[config.mk]
export PLATFORM = sky130hd
export DESIGN_NAME = fp16_planar_to_rgb_byte_packer_core_flat
export DESIGN_NICKNAME = d
export VERILOG_FILES = /design/src/fp16rgb_pkg.sv /design/src/fp16rgb_if.sv /design/src/fp16rgb_half_conv.sv /design/src/fp16_planar_to_rgb_byte_packer_core.sv /design/src/flat_wrapper.sv
export SDC_FILE = /design/constraint.sdc
export NUM_CORES = 1
export LEC_CHECK = 0
export BUFFER_PORTS_ARGS = -buffer_cell sky130_fd_sc_hd__clkbuf_2
export CORE_MARGIN = 2
export CORE_UTILIZATION = 40
export CTS_CLUSTER_SIZE = 12
export DETAILED_ROUTE_END_ITERATION = 10
export PLACE_DENSITY = 0.63
export SKIP_CTS_REPAIR_TIMING = 1
export SLEW_MARGIN = 20
export SYNTH_ARGS = -nofsm -noshare
export SYNTH_HDL_FRONTEND = slang
export SYNTH_HIERARCHICAL = 1
export SYNTH_SLANG_ARGS = --single-unit
[constraint.sdc]
create_clock -name i_clk -period 8.5 [get_ports i_clk]
set_input_delay 0.425 -clock i_clk [delete_from_list [all_inputs] [get_ports i_clk]]
set_output_delay 0.425 -clock i_clk [all_outputs]
set_load 0.02 [all_outputs]
[src/fp16rgb_pkg.sv]
`timescale 1ns / 1ps

package fp16rgb_pkg;

    // Field widths.
    localparam int HALF_W  = 16;
    localparam int BYTE_W  = 8;
    localparam int COUNT_W = 2;

    typedef logic [HALF_W-1:0]  t_half;
    typedef logic [BYTE_W-1:0]  t_byte;
    typedef logic [COUNT_W-1:0] t_chan_count;

    // Half-precision field layout and codes.
    localparam int          EXP_W     = 5;
    localparam int          FRAC_W    = 10;
    localparam logic [4:0]  EXP_SPEC  = 5'h1f;  // infinity or NaN
    localparam logic [4:0]  EXP_ONE   = 5'd15;  // 1.0 and above saturate
    localparam logic [4:0]  EXP_BIAS  = 5'd25;  // shift is EXP_BIAS - exponent

    // Width of the scaled significand plus rounding term.
    localparam int PROD_W = 25;

    localparam t_byte BYTE_MAX  = 8'hff;
    localparam t_byte BYTE_ZERO = 8'h00;

    // Channel count codes and the minimum count that enables each channel.
    localparam t_chan_count CHAN_CNT_RESET = 2'd3;
    localparam t_chan_count CHAN_MIN_RED   = 2'd1;
    localparam t_chan_count CHAN_MIN_GREEN = 2'd2;
    localparam t_chan_count CHAN_MIN_BLUE  = 2'd3;

endpackage

[src/fp16rgb_if.sv]
`timescale 1ns / 1ps

// Pixel channel: three half-precision values and a frame end mark.
interface fp16rgb_pix_if;
    import fp16rgb_pkg::*;

    logic  valid;
    logic  ready;
    t_half red_half;
    t_half green_half;
    t_half blue_half;
    logic  frame_end;

    modport source (output valid, red_half, green_half, blue_half, frame_end, input ready);
    modport sink   (input valid, red_half, green_half, blue_half, frame_end, output ready);
endinterface

// Byte channel: three packed color bytes and the frame end mark.
interface fp16rgb_byte_if;
    import fp16rgb_pkg::*;

    logic  valid;
    logic  ready;
    t_byte red_byte;
    t_byte green_byte;
    t_byte blue_byte;
    logic  frame_end_out;

    modport source (output valid, red_byte, green_byte, blue_byte, frame_end_out, input ready);
    modport sink   (input valid, red_byte, green_byte, blue_byte, frame_end_out, output ready);
endinterface

[src/fp16rgb_half_conv.sv]
`timescale 1ns / 1ps

// Converts one half-precision value to an unsigned byte: the value times
// 255, rounded half up and clamped to 0..255. Purely combinational.
module fp16rgb_half_conv (
    input  fp16rgb_pkg::t_half i_half,
    output fp16rgb_pkg::t_byte o_byte
);
    import fp16rgb_pkg::*;

    logic              w_sign;
    logic [EXP_W-1:0]  w_expf;
    logic [FRAC_W-1:0] w_frac;
    logic [FRAC_W:0]   w_sig;
    logic [EXP_W-1:0]  w_ex;
    logic [EXP_W-1:0]  w_shift;
    logic [PROD_W-1:0] w_prod;
    logic [PROD_W-1:0] w_round;
    logic [PROD_W-1:0] w_sum;
    logic [PROD_W-1:0] w_scaled;

    assign w_sign = i_half[HALF_W-1];
    assign w_expf = i_half[HALF_W-2 -: EXP_W];
    assign w_frac = i_half[FRAC_W-1:0];

    // Integer significand and effective exponent; subnormals use exponent 1.
    assign w_sig   = (w_expf != '0) ? {1'b1, w_frac} : {1'b0, w_frac};
    assign w_ex    = (w_expf != '0) ? w_expf : EXP_W'(1);
    assign w_shift = EXP_BIAS - w_ex;

    // Significand times 255 as (s << 8) - s, then add half an output LSB.
    assign w_prod   = (PROD_W'(w_sig) << 8) - PROD_W'(w_sig);
    assign w_round  = PROD_W'(1) << (w_shift - EXP_W'(1));
    assign w_sum    = w_prod + w_round;
    assign w_scaled = w_sum >> w_shift;

    // Special values first, then the clamped fixed-point result.
    always_comb begin
        if (w_expf == EXP_SPEC) begin
            o_byte = (w_frac != '0 || w_sign) ? BYTE_ZERO : BYTE_MAX;
        end else if (w_sign) begin
            o_byte = BYTE_ZERO;
        end else if (w_expf >= EXP_ONE) begin
            o_byte = BYTE_MAX;
        end else if (w_scaled > PROD_W'(BYTE_MAX)) begin
            o_byte = BYTE_MAX;
        end else begin
            o_byte = w_scaled[BYTE_W-1:0];
        end
    end

endmodule

[src/fp16_planar_to_rgb_byte_packer_core.sv]
`timescale 1ns / 1ps

// Half-precision pixel to RGB byte packer.
// i_pix carries one pixel per transaction as three half-precision values
// plus a frame end mark; o_byte returns one transaction per pixel with the
// three converted bytes and the copied frame end mark, in order.
// Each value becomes min(255, round-half-up(x * 255)); negatives, zero and
// NaN give 0, while 1.0 and above and +infinity give 255.
// The channel count register (i_cfg_wr_en, i_cfg_wr_data) zeroes the
// channels at and above the count; write it only while the block is idle.
// A pixel passes from input acceptance to o_byte.valid through one input
// register and one result register with the conversion between them.
// Throughput is one pixel per cycle when o_byte does not stall, set by the
// single conversion stage. When the receiver stalls, the result register
// holds its transaction and the input register keeps accepting until it is
// also full; i_pix.ready then drops until o_byte.ready returns.
// Reset (synchronous, active low) empties both stages and sets the channel
// count to 3.
module fp16_planar_to_rgb_byte_packer_core (
    input  logic                        i_clk,
    input  logic                        i_rst_n,
    input  logic                        i_cfg_wr_en,
    input  fp16rgb_pkg::t_chan_count    i_cfg_wr_data,
    fp16rgb_pix_if.sink                 i_pix,
    fp16rgb_byte_if.source              o_byte
);
    import fp16rgb_pkg::*;

    t_chan_count r_chan_cnt;

    logic  r_s1_valid;
    t_half r_s1_red;
    t_half r_s1_green;
    t_half r_s1_blue;
    logic  r_s1_frame_end;

    logic  r_out_valid;
    t_byte r_out_red;
    t_byte r_out_green;
    t_byte r_out_blue;
    logic  r_out_frame_end;

    t_byte w_red;
    t_byte w_green;
    t_byte w_blue;
    t_byte n_out_red;
    t_byte n_out_green;
    t_byte n_out_blue;

    logic w_out_load;
    logic w_s1_load;

    // Stage enables: each stage loads when it is empty or the next one moves.
    assign w_out_load  = !r_out_valid || o_byte.ready;
    assign w_s1_load   = !r_s1_valid || w_out_load;
    assign i_pix.ready = w_s1_load;

    // Channel count register.
    always_ff @(posedge i_clk) begin
        if (!i_rst_n) begin
            r_chan_cnt <= CHAN_CNT_RESET;
        end else if (i_cfg_wr_en) begin
            r_chan_cnt <= i_cfg_wr_data;
        end
    end

    // Input register.
    always_ff @(posedge i_clk) begin
        if (!i_rst_n) begin
            r_s1_valid <= 1'b0;
        end else if (w_s1_load) begin
            r_s1_valid <= i_pix.valid;
        end
    end

    always_ff @(posedge i_clk) begin
        if (w_s1_load && i_pix.valid) begin
            r_s1_red       <= i_pix.red_half;
            r_s1_green     <= i_pix.green_half;
            r_s1_blue      <= i_pix.blue_half;
            r_s1_frame_end <= i_pix.frame_end;
        end
    end

    // One converter per color channel.
    fp16rgb_half_conv u_conv_red (
        .i_half (r_s1_red),
        .o_byte (w_red)
    );

    fp16rgb_half_conv u_conv_green (
        .i_half (r_s1_green),
        .o_byte (w_green)
    );

    fp16rgb_half_conv u_conv_blue (
        .i_half (r_s1_blue),
        .o_byte (w_blue)
    );

    // Zero the channels that the channel count leaves unused.
    assign n_out_red   = (r_chan_cnt >= CHAN_MIN_RED)   ? w_red   : BYTE_ZERO;
    assign n_out_green = (r_chan_cnt >= CHAN_MIN_GREEN) ? w_green : BYTE_ZERO;
    assign n_out_blue  = (r_chan_cnt >= CHAN_MIN_BLUE)  ? w_blue  : BYTE_ZERO;

    // Result register.
    always_ff @(posedge i_clk) begin
        if (!i_rst_n) begin
            r_out_valid <= 1'b0;
        end else if (w_out_load) begin
            r_out_valid <= r_s1_valid;
        end
    end

    always_ff @(posedge i_clk) begin
        if (w_out_load && r_s1_valid) begin
            r_out_red       <= n_out_red;
            r_out_green     <= n_out_green;
            r_out_blue      <= n_out_blue;
            r_out_frame_end <= r_s1_frame_end;
        end
    end

    assign o_byte.valid         = r_out_valid;
    assign o_byte.red_byte      = r_out_red;
    assign o_byte.green_byte    = r_out_green;
    assign o_byte.blue_byte     = r_out_blue;
    assign o_byte.frame_end_out = r_out_frame_end;

endmodule

[src/flat_wrapper.sv]
// flat-port wrapper written by rule: the top's interface ports become plain ports
module fp16_planar_to_rgb_byte_packer_core_flat import fp16rgb_pkg::*;
  (i_clk, i_rst_n, i_cfg_wr_en, i_cfg_wr_data, i_pix_valid, i_pix_red_half, i_pix_green_half, i_pix_blue_half, i_pix_frame_end, i_pix_ready, o_byte_valid, o_byte_red_byte, o_byte_green_byte, o_byte_blue_byte, o_byte_frame_end_out, o_byte_ready);
  fp16rgb_pix_if i_pix_i ();
  fp16rgb_byte_if o_byte_i ();
  input  logic i_clk;
  input  logic i_rst_n;
  input  logic i_cfg_wr_en;
  input  fp16rgb_pkg::t_chan_count i_cfg_wr_data;
  input wire logic [$bits(i_pix_i.valid)-1:0] i_pix_valid;
  input wire logic [$bits(i_pix_i.red_half)-1:0] i_pix_red_half;
  input wire logic [$bits(i_pix_i.green_half)-1:0] i_pix_green_half;
  input wire logic [$bits(i_pix_i.blue_half)-1:0] i_pix_blue_half;
  input wire logic [$bits(i_pix_i.frame_end)-1:0] i_pix_frame_end;
  output wire logic [$bits(i_pix_i.ready)-1:0] i_pix_ready;
  output wire logic [$bits(o_byte_i.valid)-1:0] o_byte_valid;
  output wire logic [$bits(o_byte_i.red_byte)-1:0] o_byte_red_byte;
  output wire logic [$bits(o_byte_i.green_byte)-1:0] o_byte_green_byte;
  output wire logic [$bits(o_byte_i.blue_byte)-1:0] o_byte_blue_byte;
  output wire logic [$bits(o_byte_i.frame_end_out)-1:0] o_byte_frame_end_out;
  input wire logic [$bits(o_byte_i.ready)-1:0] o_byte_ready;
  assign i_pix_i.valid = i_pix_valid;
  assign i_pix_i.red_half = i_pix_red_half;
  assign i_pix_i.green_half = i_pix_green_half;
  assign i_pix_i.blue_half = i_pix_blue_half;
  assign i_pix_i.frame_end = i_pix_frame_end;
  assign i_pix_ready = i_pix_i.ready;
  assign o_byte_valid = o_byte_i.valid;
  assign o_byte_red_byte = o_byte_i.red_byte;
  assign o_byte_green_byte = o_byte_i.green_byte;
  assign o_byte_blue_byte = o_byte_i.blue_byte;
  assign o_byte_frame_end_out = o_byte_i.frame_end_out;
  assign o_byte_i.ready = o_byte_ready;
  fp16_planar_to_rgb_byte_packer_core u_core (.i_clk(i_clk), .i_rst_n(i_rst_n), .i_cfg_wr_en(i_cfg_wr_en), .i_cfg_wr_data(i_cfg_wr_data), .i_pix(i_pix_i), .o_byte(o_byte_i));
endmodule
* Word level (Yosys, flattened, before mapping)
Cells that the tools add are included.
** Word-level totals
- Memory bits (read-only) :: 0
- Logic and storage cells :: 77
- RAM bits :: 0
- Input port bits :: 56
- Flip-flop bits (word level) :: 78
- Memories :: 0
- Latch bits :: 0
** Cells by class
- Add/sub/neg operators :: 12
- Divide/modulo/power cells :: 0
- Order comparisons :: 9
- Multipliers :: 0
- Equal/unequal tests :: 3
- Shift operators :: 6
- Mux-type cells :: 21
- Reductions and logical operators :: 15
- Bitwise operators :: 0
** Operator list (count)
- $mux 8 :: 15
- $add 25x25->25 :: 3
- $gt 25x8->1 const B :: 3
- $shl 1x5->25 const A :: 3
- $shr 25x5->25 :: 3
- $sub 19x11->20 :: 3
- $mux 11 :: 3
- $reduce_bool 10->1 :: 3
- $eq 5x5->1 const B :: 3
- $ge 5x4->1 const B :: 3
- $mux 5 :: 3
- $reduce_bool 5->1 :: 3
- $sub 5x1->5 const B :: 3
- $sub 5x5->5 const A :: 3
- $logic_or 1x1->1 :: 5
- $ge 2x2->1 const B :: 2
- $ge 2x1->1 const B :: 1
- $logic_and 1x1->1 :: 2
- $logic_not 1->1 :: 2

* Logic depth before layout (Yosys ltp)
- Depth in word-level cells :: 12
- Mapped depth :: 28
- Depth with buffers taken out :: 25

* By module
Netlist, hierarchy kept.
** Modules (own cells, without submodules)
- fp16rgb_half_conv at u_core.u_conv_blue :: seq. area each 0.0 um^2, times used 1, area an instance 4107.7 um^2, cells an instance 618
- fp16rgb_half_conv at u_core.u_conv_red :: seq. area each 0.0 um^2, times used 1, area an instance 4001.3 um^2, cells an instance 593
- fp16rgb_half_conv at u_core.u_conv_green :: seq. area each 0.0 um^2, times used 1, area an instance 3634.7 um^2, cells an instance 569
- fp16_planar_to_rgb_byte_packer_core :: seq. area each 2302.2 um^2, times used 1, area an instance 2537.4 um^2, cells an instance 115

* Least setup slack after synthesis
Ideal clock, no wire load.
- Path kind :: reg2reg
- Start :: register u_core.r_s1_blue[11]
- End :: register u_core.r_out_blue[0], in the netlist u_core/o_byte.blue_byte[0], data pin
- Clock period less this slack :: 6.263 ns
- Data arrival time :: 6.008 ns
- Library setup time :: 0.255 ns
- Stages on the path, launching flop included :: 28
- Path slack :: 2.237 ns
- Cells stage by stage :: edfxtp_1 clkbuf_1 inv_1 clkbuf_1 clkbuf_1 ha_1 buf_6 nor2_1 nand2_1 nor2_1 xnor2_1 nand2_1 nor2_1 ha_1 inv_1 fa_1 nand2b_1 a21oi_2 o21ai_2 o31ai_4 mux2i_1 nor2_1 a41o_1 nor4_2 o311ai_1 o41ai_4 a311oi_1 and3_1
** On the way
- Word-level cells in the longest chain between the ends :: 12
- Elaborated cells between the ends (all ways) :: 16
- Those cells by class :: 4 x add/sub; 2 x order compare; 1 x eq/ne; 2 x shift; 6 x mux; 1 x reduce/logical
** Ends and longest elaborated chain
- from (decl) :: line fp16_planar_to_rgb_byte_packer_core.sv:34 : t_half r_s1_blue;
- from (signal assigned) :: line fp16_planar_to_rgb_byte_packer_core.sv:80 : r_s1_blue <= i_pix.blue_half;
- $reduce_bool 5->1 :: line fp16rgb_half_conv.sv:27, fp16rgb_half_conv.sv:28
- $mux 5 :: line fp16rgb_half_conv.sv:28 : assign w_ex = (w_expf != '0) ? w_expf : EXP_W'(1);
- $sub 5x5->5 :: line fp16rgb_half_conv.sv:29 : assign w_shift = EXP_BIAS - w_ex;
- $sub 5x1->5 :: line fp16rgb_half_conv.sv:33 : assign w_round = PROD_W'(1) << (w_shift - EXP_W'(1));
- $shl 1x5->25 :: line fp16rgb_half_conv.sv:33
- $add 25x25->25 :: line fp16rgb_half_conv.sv:34 : assign w_sum = w_prod + w_round;
- $shr 25x5->25 :: line fp16rgb_half_conv.sv:35 : assign w_scaled = w_sum >> w_shift;
- $gt 25x8->1 :: line fp16rgb_half_conv.sv:45 : end else if (w_scaled > PROD_W'(BYTE_MAX)) begin
- $mux 8 :: line fp16rgb_half_conv.sv:45
- $mux 8 :: line fp16rgb_half_conv.sv:43 : end else if (w_expf >= EXP_ONE) begin
- $mux 8 :: line fp16rgb_half_conv.sv:41 : end else if (w_sign) begin
- $mux 8 * :: line fp16rgb_half_conv.sv:39 : if (w_expf == EXP_SPEC) begin
- via u_core.w_blue[0] :: line fp16_planar_to_rgb_byte_packer_core.sv:45 : t_byte w_blue;
- to (signal assigned) :: line fp16_planar_to_rgb_byte_packer_core.sv:119 : r_out_blue <= n_out_blue;
- to (decl) :: line fp16_planar_to_rgb_byte_packer_core.sv:40 : t_byte r_out_blue;
The timed path passes the listed nets; every way through them passes the cells marked *.
A chain may end at the register's enable or synchronous reset.

* Final worst setup path
- Start :: register u_core.r_s1_red[14]
- End :: register u_core.r_out_red[0], in the netlist u_core/o_byte.red_byte[0], data pin
** On the way
- Word-level cells in the longest chain between the ends :: 12
- Elaborated cells between the ends (all ways) :: 16
- Those cells by class :: 4 x add/sub; 2 x order compare; 1 x eq/ne; 2 x shift; 6 x mux; 1 x reduce/logical
** Ends and longest elaborated chain
- from (decl) :: line fp16_planar_to_rgb_byte_packer_core.sv:32 : t_half r_s1_red;
- from (signal assigned) :: line fp16_planar_to_rgb_byte_packer_core.sv:78 : r_s1_red <= i_pix.red_half;
- $reduce_bool 5->1 :: line fp16rgb_half_conv.sv:27, fp16rgb_half_conv.sv:28
- $mux 5 :: line fp16rgb_half_conv.sv:28
- $sub 5x5->5 :: line fp16rgb_half_conv.sv:29
- $sub 5x1->5 :: line fp16rgb_half_conv.sv:33
- $shl 1x5->25 :: line fp16rgb_half_conv.sv:33
- $add 25x25->25 :: line fp16rgb_half_conv.sv:34
- $shr 25x5->25 :: line fp16rgb_half_conv.sv:35
- $gt 25x8->1 :: line fp16rgb_half_conv.sv:45
- $mux 8 :: line fp16rgb_half_conv.sv:45
- $mux 8 :: line fp16rgb_half_conv.sv:43
- $mux 8 :: line fp16rgb_half_conv.sv:41
- $mux 8 * :: line fp16rgb_half_conv.sv:39
- via u_core.w_red[0] :: line fp16_planar_to_rgb_byte_packer_core.sv:43 : t_byte w_red;
- to (signal assigned) :: line fp16_planar_to_rgb_byte_packer_core.sv:117 : r_out_red <= n_out_red;
- to (decl) :: line fp16_planar_to_rgb_byte_packer_core.sv:38 : t_byte r_out_red;
Marked as above.

==> results.yml <==
min_path:
  hold_start: "i_pix_green_half[12]"
  min_to: "u_core/r_s1_green[12]"
  worstHoldPathType: "input port to flip-flop"
  hold_depth: 1
floorplan:
  start_util_pct: 40.3
  die_w_um: 193
  core_area_um2: 35400
  die_area_um2: 37200
  fp.dieH_um: 193
  rows: 69
  ioPinCount: 83
layout:
  drive_gt1_share_pct: 12.9
  regArea_um2: 2300
  syn_to_final_growth_pct: 5.89
  multi_input_area_um2: 11200
  diodes: 0
  final_nets: 2044
  finalNonFillerCells: 2361
  fin_util_pct: 42.7
  fill_cells: 3664
clocking:
  cts_buffers: 9
  cts_buffer_depth: 2
  clkSinkCount: 78
  root_buffer: "clkbuf_16"
  clk_latency_ns: 0.38
  cts_tree: "yes"
  clk_pin_slew_ns: 0.07
  cts.htree.levels: 3
synthesis:
  synth_fp_nets: 2044
  synth_enable_flop_cells: 74
  syn_inst: 1895
  yosysUniqueCellTypes: 128
  avgSynthCellArea_um2: 7.54
  syn_area_um2: 14300
  ys.flop_type: "edfxtp_1"
  yosysWarnings: 6
  yosysSeqAreaShare_pct: 16.1
  synth-seq-cells: 78
  async_reset_ff_share_pct: 0
sta:
  tightest_slew_ns: 1.02
  finalSetupViolations: 0
  rsz0062_at_grt: "false"
  setup-tns-final_ns: 0
  finalWorstPathRequiredPeriod_ns: 7.09
  report.final.slew_viol_count: 0
  post-route-period-util_pct: 83.4
  max_slew_margin_pct: 31.8
  holdWs_ns: 0.213
  hold_viol_final: 0
  finClkSkew_ns: 0.0117
  max_freq_ghz: 0.141
drt:
  ant_nets: 0
  remaining_drc_errors: 0
  wire_per_inst_um: 20.7
  drt_first_iter_violations: 1854
  drt-pass1-iter-count: 8
  num_vias: 15200
  viasPerCell: 6.45
  wl_mm: 48.9
placed_design:
  io_buffers: 82
  dp_hpwl_mm: 37.8
  dp_cells: 2345
  place.gp.congestion: 0.983
grt:
  grt_use_total_pct: 26.3
  grt_max_degree: 50
  grt_pass1_wl_mm: 77.3
  overflow: 0
  grt_antenna_before_repair: 1
  grt_pass1_vias: 14200
worst_setup_path:
  crit_path_end_kind: "flip-flop"
  worst_setup_path_start_kind: "flip-flop"
  crit_chain: "or3_4 -> o21ai_1 -> buf_4 -> nand2_1 -> nor3_1 -> xnor2_1 -> xor2_1 -> a31oi_1 -> nor3_1 -> ha_1 -> nand2_1 -> a2111oi_4 -> nand2_1 -> a31oi_1 -> xor2_1 -> nor2b_1 -> o21a_1 -> a211oi_1 -> nand4_1 -> a221oi_4 -> a31oi_1 -> nor2b_1"
  max_stage_delay_ns: 0.67
  worst_ep_required_time_ns: 8.61
  worstReg2RegStart: "u_core/r_s1_red[14]"
  r2r_cells: 22
  cp_data_arrival_time_ns: 7.20
  crit_slowest_cell: "a31oi_1"
  crit_buf_inv: 1
  cp_max_fo: 21
  cp_top_family: "compound AO/OA/AOI/OAI gates"
  r2r_end: "u_core/o_byte.red_byte[0]"
  crit_type: "flip-flop to flip-flop"
  r2r_slack_ns: 1.41
run_status:
  status: "finished, final reports clean"
pwr:
  peakVddDrop_v: 0.000109
  power.density_nw_per_um2: 115
  p_total_mw: 1.74
  leakage_nw: 5.80
flow_run:
  maxCapViolCount: 0
-- layer usage --
metal  GRT usage, %  wire, um  vias to the layer above
li1               -         -                     7223
met1           35.6     21500                     7154
met2           41.4     21600                      739
met3           3.84      3710                      121
met4           11.7      2010                        0
met5              0         0                        -
-- placed cells by master (no fill, tap or decap), drive strengths merged, types with 16 or more instances in the layout --
cell,Yosys,layout
mux2i,30,30
a31oi,34,34
ha,90,90
or3,20,20
buf,59,22
a21o,28,28
clkbuf,55,91
nor2,218,218
inv,47,50
nand4,30,30
and2,27,27
edfxtp,74,74
o211ai,37,37
nor2b,24,24
xor2,50,50
and3,23,23
o21ai,111,111
nor3,97,97
nand3,54,54
nand2,182,182
o31ai,18,18
xnor2,69,69
nand2b,16,16
o21a,24,24
a21oi,158,158
a211oi,37,37
-- report_power, final --
part	internal [mW]	switching (mW)	leakage, nW
registers	0.451	0.0313	0.749
clock network	0.201	0.189	0.133
logic	0.308	0.560	4.91
-- area by class of cell --
cell class | count | share of cell area [%]
clock buffer | 9 | 1.49
clock inverter | 7 | 0.364
inverter | 48 | 1.19
multi-input combinational | 1654 | 74.1
sequential | 78 | 15.2
tap | 461 | 3.81
timing repair buffer | 104 | 3.81
-- metrics by stage --
stage               worst slack [ns]  instance area, um2
CTS                             1.49               15100
floorplan                       2.24               14300
global route                   0.780               15100
global placement                1.70               14800
finish                          1.41               15100
detailed placement              1.53               14800
-- cells by family (layout without fill, tap and decap cells) --
kind of cell	after synthesis	count (layout)	synth area share, %
fa+ha+maj	93	93	8.31
compound gates	646	646	32.8
flops	78	78	16.1
xor+xnor	119	119	7.46
simple gates	747	747	25.8
buf+inv	163	168	5.57
mux	49	49	3.94
-- Yosys cell counts (9+ instances only) --
library cell    n  area [um2]
buf_6          11         124
a31oi_1        34         213
nor2b_1        24         150
and3_1         22         138
and2_1         24         150
buf_2          34         170
mux2i_1        30         300
a21oi_2        12         105
clkbuf_1       52         195
or3_1          17         106
a2111oi_0      10        87.6
a211o_1         9        78.8
nand2_1       177         664
mux2_2         13         146
a211oi_1       31         233
o21a_1         23         173
o31ai_1        16         120
xor2_1         48         420
nor4_1         11        68.8
or2_2          10        62.6
a21oi_1       145         726
edfxtp_1       74        2220
nor2_1        214         803
ha_1           90        1130
xnor2_1        68         596
a21o_1         28         210
nand2b_1       16         100
o21ai_0        85         425
nand4_1        30         188
o22ai_1        15        93.8
o21ai_1        22         110
o211ai_1       35         263
nor3_1         92         460
nand3_1        53         265
inv_1          46         173
a311oi_1        9        78.8
-- registers in the layout (all words and copies together) (netlist names) --
signal	count
u_core/o_byte.valid	1
u_core/o_byte.green_byte	8
u_core/r_s1_red	16
u_core/r_s1_blue	16
u_core/o_byte.frame_end_out	1
u_core/o_byte.red_byte	8
u_core/r_s1_frame_end	1
u_core/o_byte.blue_byte	8
u_core/r_s1_valid	1
u_core/r_s1_green	16
u_core/r_chan_cnt	2
-- worst register-to-register path: cells and delay by family, from the launching register on --
family	cells	cell delay [ns]
AOI/OAI and AO/OA	8	2.72
xor gates and xnor gates	3	0.63
adders and majority gates	1	0.52
buffers and inverters	1	0.30
DFF	1	0.63
and+or+nand+nor	9	2.04
-- worst max-delay path by stage --
stage / start / endpoint / slack, ns / cells after the start
final: u_core/r_s1_red[14] / u_core/o_byte.red_byte[0] / 1.41 / 22
after global routing: u_core/r_s1_red[14] / u_core/o_byte.red_byte[5] / 0.78 / 22
after floorplan: u_core/r_s1_blue[11] / u_core/o_byte.blue_byte[0] / 2.24 / 27
after CTS: u_core/r_s1_red[14] / u_core/o_byte.red_byte[0] / 1.49 / 22
after detailed placement: u_core/r_s1_red[14] / u_core/o_byte.red_byte[0] / 1.53 / 22
after global placement: u_core/r_s1_red[14] / u_core/o_byte.red_byte[3] / 1.70 / 22
(Power assumes the default switching activity.)
